File: config.mk
export PLATFORM = sky130hd
export DESIGN_NAME = ssa_ctrl
export DESIGN_NICKNAME = d
export VERILOG_FILES = /design/src/rtl/core/ssa_pkg.sv /design/src/rtl/core/ssa_ctrl.sv
export SDC_FILE = /design/constraint.sdc
export NUM_CORES = 1
export LEC_CHECK = 0
export CORE_AREA = 2 2 39 41
export CTS_BUF_LIST = sky130_fd_sc_hd__clkbuf_4
export CTS_CLUSTER_SIZE = 25
export DETAILED_ROUTE_END_ITERATION = 7
export DIE_AREA = 0 0 41 43
export DONT_BUFFER_PORTS = 1
export HOLD_SLACK_MARGIN = 0.05
export SYNTH_ARGS = -nofsm -noshare
export SYNTH_HDL_FRONTEND = slang
export SYNTH_SLANG_ARGS = --single-unit
export TNS_END_PERCENT = 5
File: constraint.sdc
create_clock -name clock -period 2.2 [get_ports clock]
set_input_delay 0.44 -clock clock [delete_from_list [all_inputs] [get_ports clock]]
set_output_delay 0.44 -clock clock [all_outputs]
set_load 0.01 [all_outputs]
File: src/rtl/core/ssa_pkg.sv
// Shared constants, types and a helper function of the slab allocator.
package ssa_pkg;

   // Arena geometry.
   localparam int ARENA_GRANULES = 4096;
   localparam int SIZE_CLASSES   = 64;
   localparam int GRANULE_BYTES  = 16;

   // Derived widths.
   localparam int GRAN_W     = $clog2(ARENA_GRANULES);      // header index
   localparam int PTR_W      = GRAN_W + 1;                  // index or null marker
   localparam int CLASS_W    = $clog2(SIZE_CLASSES);
   localparam int GRAN_SHIFT = $clog2(GRANULE_BYTES);
   localparam int MAX_BYTES  = SIZE_CLASSES * GRANULE_BYTES;
   localparam int BYTES_W    = 11;
   localparam int ADDR_W     = 16;
   localparam int LIMIT_W    = 13;
   localparam int STATUS_W   = 2;

   localparam logic [PTR_W-1:0] NULL_MARK = PTR_W'(ARENA_GRANULES);

   typedef enum logic [STATUS_W-1:0] {
      ST_OK      = 2'd0,
      ST_OOM     = 2'd1,
      ST_SIZE    = 2'd2,
      ST_BADFREE = 2'd3
   } ssa_status_type;

   localparam logic OP_ALLOC = 1'b0;
   localparam logic OP_FREE  = 1'b1;

   typedef enum logic [2:0] {
      S_CLEAR,
      S_IDLE,
      S_DECODE,
      S_HEAD,
      S_LINK,
      S_BLOCK,
      S_FHEAD,
      S_RESP
   } ssa_state_type;

   // Commands from the controller to the datapath.
   typedef struct packed {
      logic           clear;
      logic           take_req;
      logic           rd_head;
      logic           rd_block;
      logic           rd_link;
      logic           pop;
      logic           carve;
      logic           push;
      logic           set_res;
      ssa_status_type res_status;
      logic           send;
   } ssa_cmd_type;

   // Status from the datapath to the controller.
   typedef struct packed {
      logic clear_last;
      logic is_free;
      logic bad_size;
      logic bad_addr;
      logic head_empty;
      logic no_room;
      logic flag_set;
      logic out_free;
   } ssa_sts_type;

   // Byte offset of the data area that follows header granule hdr.
   function automatic logic [ADDR_W-1:0] data_addr(input logic [GRAN_W-1:0] hdr);
      logic [GRAN_W-1:0] hp1;
      hp1 = hdr + GRAN_W'(1);
      return ADDR_W'({hp1, {GRAN_SHIFT{1'b0}}});
   endfunction

endpackage

File: src/rtl/core/ssa_ctrl.sv
// Controller state machine sequencing the allocator's memory accesses.
module ssa_ctrl (
   input  logic                 clock,
   input  logic                 reset,
   input  logic                 req_valid,
   output logic                 req_ready,
   input  ssa_pkg::ssa_sts_type sts,
   output ssa_pkg::ssa_cmd_type cmd
);

   ssa_pkg::ssa_state_type state_ff, state_in;

   always_ff @(posedge clock) begin
      if (reset) begin
         state_ff <= ssa_pkg::S_CLEAR;
      end else begin
         state_ff <= state_in;
      end
   end

   always_comb begin
      state_in = state_ff;
      case (state_ff)
         ssa_pkg::S_CLEAR: begin
            if (sts.clear_last) state_in = ssa_pkg::S_IDLE;
         end
         ssa_pkg::S_IDLE: begin
            if (req_valid) state_in = ssa_pkg::S_DECODE;
         end
         ssa_pkg::S_DECODE: begin
            if (sts.is_free) begin
               state_in = sts.bad_addr ? ssa_pkg::S_RESP : ssa_pkg::S_BLOCK;
            end else begin
               state_in = sts.bad_size ? ssa_pkg::S_RESP : ssa_pkg::S_HEAD;
            end
         end
         ssa_pkg::S_HEAD: begin
            state_in = sts.head_empty ? ssa_pkg::S_RESP : ssa_pkg::S_LINK;
         end
         ssa_pkg::S_LINK: begin
            state_in = ssa_pkg::S_RESP;
         end
         ssa_pkg::S_BLOCK: begin
            state_in = sts.flag_set ? ssa_pkg::S_FHEAD : ssa_pkg::S_RESP;
         end
         ssa_pkg::S_FHEAD: begin
            state_in = ssa_pkg::S_RESP;
         end
         ssa_pkg::S_RESP: begin
            if (sts.out_free) state_in = ssa_pkg::S_IDLE;
         end
         default: begin
            state_in = ssa_pkg::S_IDLE;
         end
      endcase
   end

   always_comb begin
      cmd            = '0;
      cmd.res_status = ssa_pkg::ST_OK;
      req_ready      = 1'b0;
      case (state_ff)
         ssa_pkg::S_CLEAR: begin
            cmd.clear = 1'b1;
         end
         ssa_pkg::S_IDLE: begin
            req_ready    = 1'b1;
            cmd.take_req = req_valid;
         end
         ssa_pkg::S_DECODE: begin
            if (sts.is_free) begin
               if (sts.bad_addr) begin
                  cmd.set_res    = 1'b1;
                  cmd.res_status = ssa_pkg::ST_BADFREE;
               end else begin
                  cmd.rd_block = 1'b1;
               end
            end else if (sts.bad_size) begin
               cmd.set_res    = 1'b1;
               cmd.res_status = ssa_pkg::ST_SIZE;
            end else begin
               cmd.rd_head = 1'b1;
            end
         end
         ssa_pkg::S_HEAD: begin
            if (!sts.head_empty) begin
               cmd.rd_link = 1'b1;
            end else if (sts.no_room) begin
               cmd.set_res    = 1'b1;
               cmd.res_status = ssa_pkg::ST_OOM;
            end else begin
               cmd.carve   = 1'b1;
               cmd.set_res = 1'b1;
            end
         end
         ssa_pkg::S_LINK: begin
            cmd.pop     = 1'b1;
            cmd.set_res = 1'b1;
         end
         ssa_pkg::S_BLOCK: begin
            if (sts.flag_set) begin
               cmd.rd_head = 1'b1;
            end else begin
               cmd.set_res    = 1'b1;
               cmd.res_status = ssa_pkg::ST_BADFREE;
            end
         end
         ssa_pkg::S_FHEAD: begin
            cmd.push    = 1'b1;
            cmd.set_res = 1'b1;
         end
         ssa_pkg::S_RESP: begin
            cmd.send = sts.out_free;
         end
         default: begin
            cmd = '0;
         end
      endcase
   end

endmodule

Word level (Yosys, flattened, before mapping)
Cells that the tools add are included.

storage, ports and cells
  memory bits (read-only) = 0
  bits in latches = 0
  output and inout port bits = 13
  memories = 0
  bits in writable memories = 0
  input port bits = 11
  flip-flop bits (word level) = 3
  logic and storage cells = 49

operators by class
  equality and inequality tests = 10
  add/sub/neg operators = 0
  magnitude comparators = 0
  reduce and logical (&&, ||, !) cells = 3
  muxes and demuxes = 35
  multipliers = 0
  div/mod/pow operators = 0
  shift-type cells = 0
  bitwise operators = 0

operators by type and width
  operator                                                               count
  3-bit 2-to-1 mux                                                       10
  3-bit case mux with 7 select lines                                     1
  1-bit 2-to-1 mux                                                       19
  3-bit equality test, second input constant                             4
  3-bit by 2-bit equality test with 1-bit output, second input constant  2
  2-bit != test, second input constant                                   3
  2-bit case mux with 3 select lines                                     1
  2-bit 2-to-1 mux                                                       2
  1-bit case mux with 4 select lines                                     1
  3-bit by 1-bit equality test with 1-bit output, second input constant  1
  3-bit logical NOT                                                      1
  3-bit AND reduction                                                    1
  1-bit case mux with 2 select lines                                     1
  2-bit OR reduction                                                     1

Logic depth before layout (Yosys ltp)
  depth in word-level cells = 3
  depth in mapped cells = 5
  depth with buffers taken out = 3

Worst setup path before layout
OpenSTA, ideal clock, no wires.

  path type = register to output
  from = register state_ff[2]
  to = output cmd[10] (netlist bit)
  slack = 0.620 ns
  arrival = 1.140 ns
  buffers on the path = 2
  required time = 1.760 ns
  cell stages (with the launch flop) = 5
  cells stage by stage = dfxtp_1 buf_2 buf_6 nor3b_1 and2_1

RTL lines
  element                 line            text
  from (decl)             ssa_ctrl.sv:11  ssa_pkg::ssa_state_type state_ff, state_in;
  from (signal assigned)  ssa_ctrl.sv:15  state_ff <= ssa_pkg::S_CLEAR;
  from (signal assigned)  ssa_ctrl.sv:17  state_ff <= state_in;
  to (decl)               ssa_ctrl.sv:8   output ssa_pkg::ssa_cmd_type cmd

==> metrics.yaml <==
clock_path_buffers: 2
vdd_drop_max_uv: 414
cts_hold_buf: 0
finalSetupTns_ps: 0
finalCritPeriodShare_pct: 88.8
synth_top_family_by_area: "simple AND/OR/NAND/NOR gates"
place_area_um2: 382
critical_path_class: "reg2out"
finalMaxSlewViolations: 0
insertion_delay_ps: 230
largest_reg_flops: 3
yosysTopAreaCellShare_pct: 15.8
ys_seq_elements: 3
die_w_um: 41
status: "finished clean"
cts_resized: 0
slowest_stage: "dfxtp_1"
drtIter0Drc: 9
wire_per_inst_um: 14.0
drtPass1Iterations: 4
critPathMaxStageDelay_ps: 580
synth_area_um2: 380
antenna_found_initial: 0
vias: 379
synth_compound_area_share_pct: 28.0
largest_register: "state_ff"
die_h_um: 43
design_power_total_uw: 354
skew_ps: 0.632
first_global_vias: 355
portBuffers: 0
via_per_inst: 5.49
gp_congestion: 0.769
top_regs: "state_ff x3"
synth_most_common_cell: "nor2_1"
final_nets: 65
synth_cell_types: 33
design_area_um2: 412
setup_slack_ps: 247
ant_nets: 0
wl_met2_um: 391
clock_sinks: 3
ys_top_cells_by_count: "nor2_1, nand2_1, a21oi_1, buf_2, dfxtp_1"
cts_buffers: 3
syn_area_per_cell_um2: 7.31
worstPathRequired_ps: 1760
start_util_pct: 27.5
synth_cells: 52
yosysWarningCount: 0
worstSetupStartpointType: "flip-flop"
cts_tree: "yes"
cts-root-buf: "clkbuf_4"
syn-num-nets: 63
worstPathCellList: "nor3b_1 > and2_1"
cts.clk_slew.worst_paths_ps: 40
muxShareOfSynthArea_pct: 2.96
synthAdderAreaFrac_pct: 0
num_antenna_cells: 0
h-tree-depth: 1
num_rows: 14
drv_cap: 0
hold_violations: 0
top_layer: "met4"
synthArstFlopShare_pct: 0
dominantRegCellSynth: "dfxtp_1"
post_cts_buffers: 0
drt-met1-wl_um: 450
syn2layout_area_growth_pct: 8.22
synth-edff-count: 0
worst_pin_slew_ps: 445
netlist.top_cell.by_area: "dfxtp_1"
fin_crit_ps: 1950
hold_path_class: "in2reg"
setup_violations: 0
wl_um: 963
synth_top_cells_by_area: "dfxtp_1, nor2_1, nand4b_1"
pin_count: 24
grt_pass1_wl_um: 1430
relSlewSlack_pct: 70.2
synth_xor_area_share_pct: 0
endpoint_kind: "output port"
p_leak_uw: 0.000159
dr_wl_met3_um: 108
yosysSeqAreaShare_pct: 15.8
synthSimpleGateAreaFrac_pct: 42.4
grt_max_degree: 17
dieArea_um2: 1760
worstPathArrival_ps: 1510
dp_slack_ps: 497
drc: 0
pwr_density_cell_nw_per_um2: 859
cp_max_fo: 15
fp.coreArea_um2: 1380
drive_gt1_share_pct: 20.8
grt_use_total_pct: 12.0
max_freq_mhz: 512
gr-total-overflow: 0
rsz0062_at_grt: "no"
dp_hpwl_um: 729
-- cell type report --
class | instances | area, um^2
clock buffer | 4 | 30.0
timing repair buffer | 2 | 15.0
sequential | 3 | 60.1
multi-input combinational | 42 | 279
fill | 164 | 972
tap | 16 | 20.0
inverter | 2 | 7.51
-- power by group --
part / internal [uW] / switching (uW)
registers: 66.8 / 26.8
logic: 64.6 / 85.4
clock network: 80.3 / 29.7
-- layer usage --
metal  global-route usage (%)  vias to the layer above
met5                        0                        -
met4                     6.00                        0
met3                     5.76                        2
met2                     16.6                       21
met1                     15.0                      163
li1                         -                      193
-- critical path: cells and delay by family (launching register included) --
kind / cells / cell delay, ps
flops: 1 / 580
simple gates: 2 / 700
-- placed cells by master (no fill, tap or decap), types with 2 or more instances in the layout --
cell and instances:
nor2_1 5, nand2_1 4, clkbuf_4 4, a21oi_1 3
dfxtp_1 3, nor3b_1 2, inv_1 2, nor2b_1 2
nand2b_1 2, nand4b_1 2, nor3_1 2, buf_4 2
-- final timing paths --
path	start	endpoint	slack (ps)	cells past startpoint
hold reg to reg	state_ff[1]$_SDFFE_PP0P_	state_ff[0]$_SDFFE_PP0P_	640	2
hold / removal	reset	state_ff[0]$_SDFFE_PP0P_	410	3
setup / recovery	state_ff[0]$_SDFFE_PP0P_	cmd[10]	250	2
setup reg to reg	state_ff[2]$_SDFFE_PP0P_	state_ff[0]$_SDFFE_PP0P_	930	4
-- through the flow --
stage	utilization [%]	hold slack, ps	instances
floorplan	-	606	52
global route	29.7	422	69
finish	29.7	415	69
CTS	29.7	414	69
global placement	27.6	633	65
detailed placement	27.6	629	65
-- kinds of logic after synthesis --
kind of cell    after synthesis
simple gates                 27
buf+inv                       7
mux                           1
compound gates               14
flops                         3
Power figures use the tool's default switching activity.
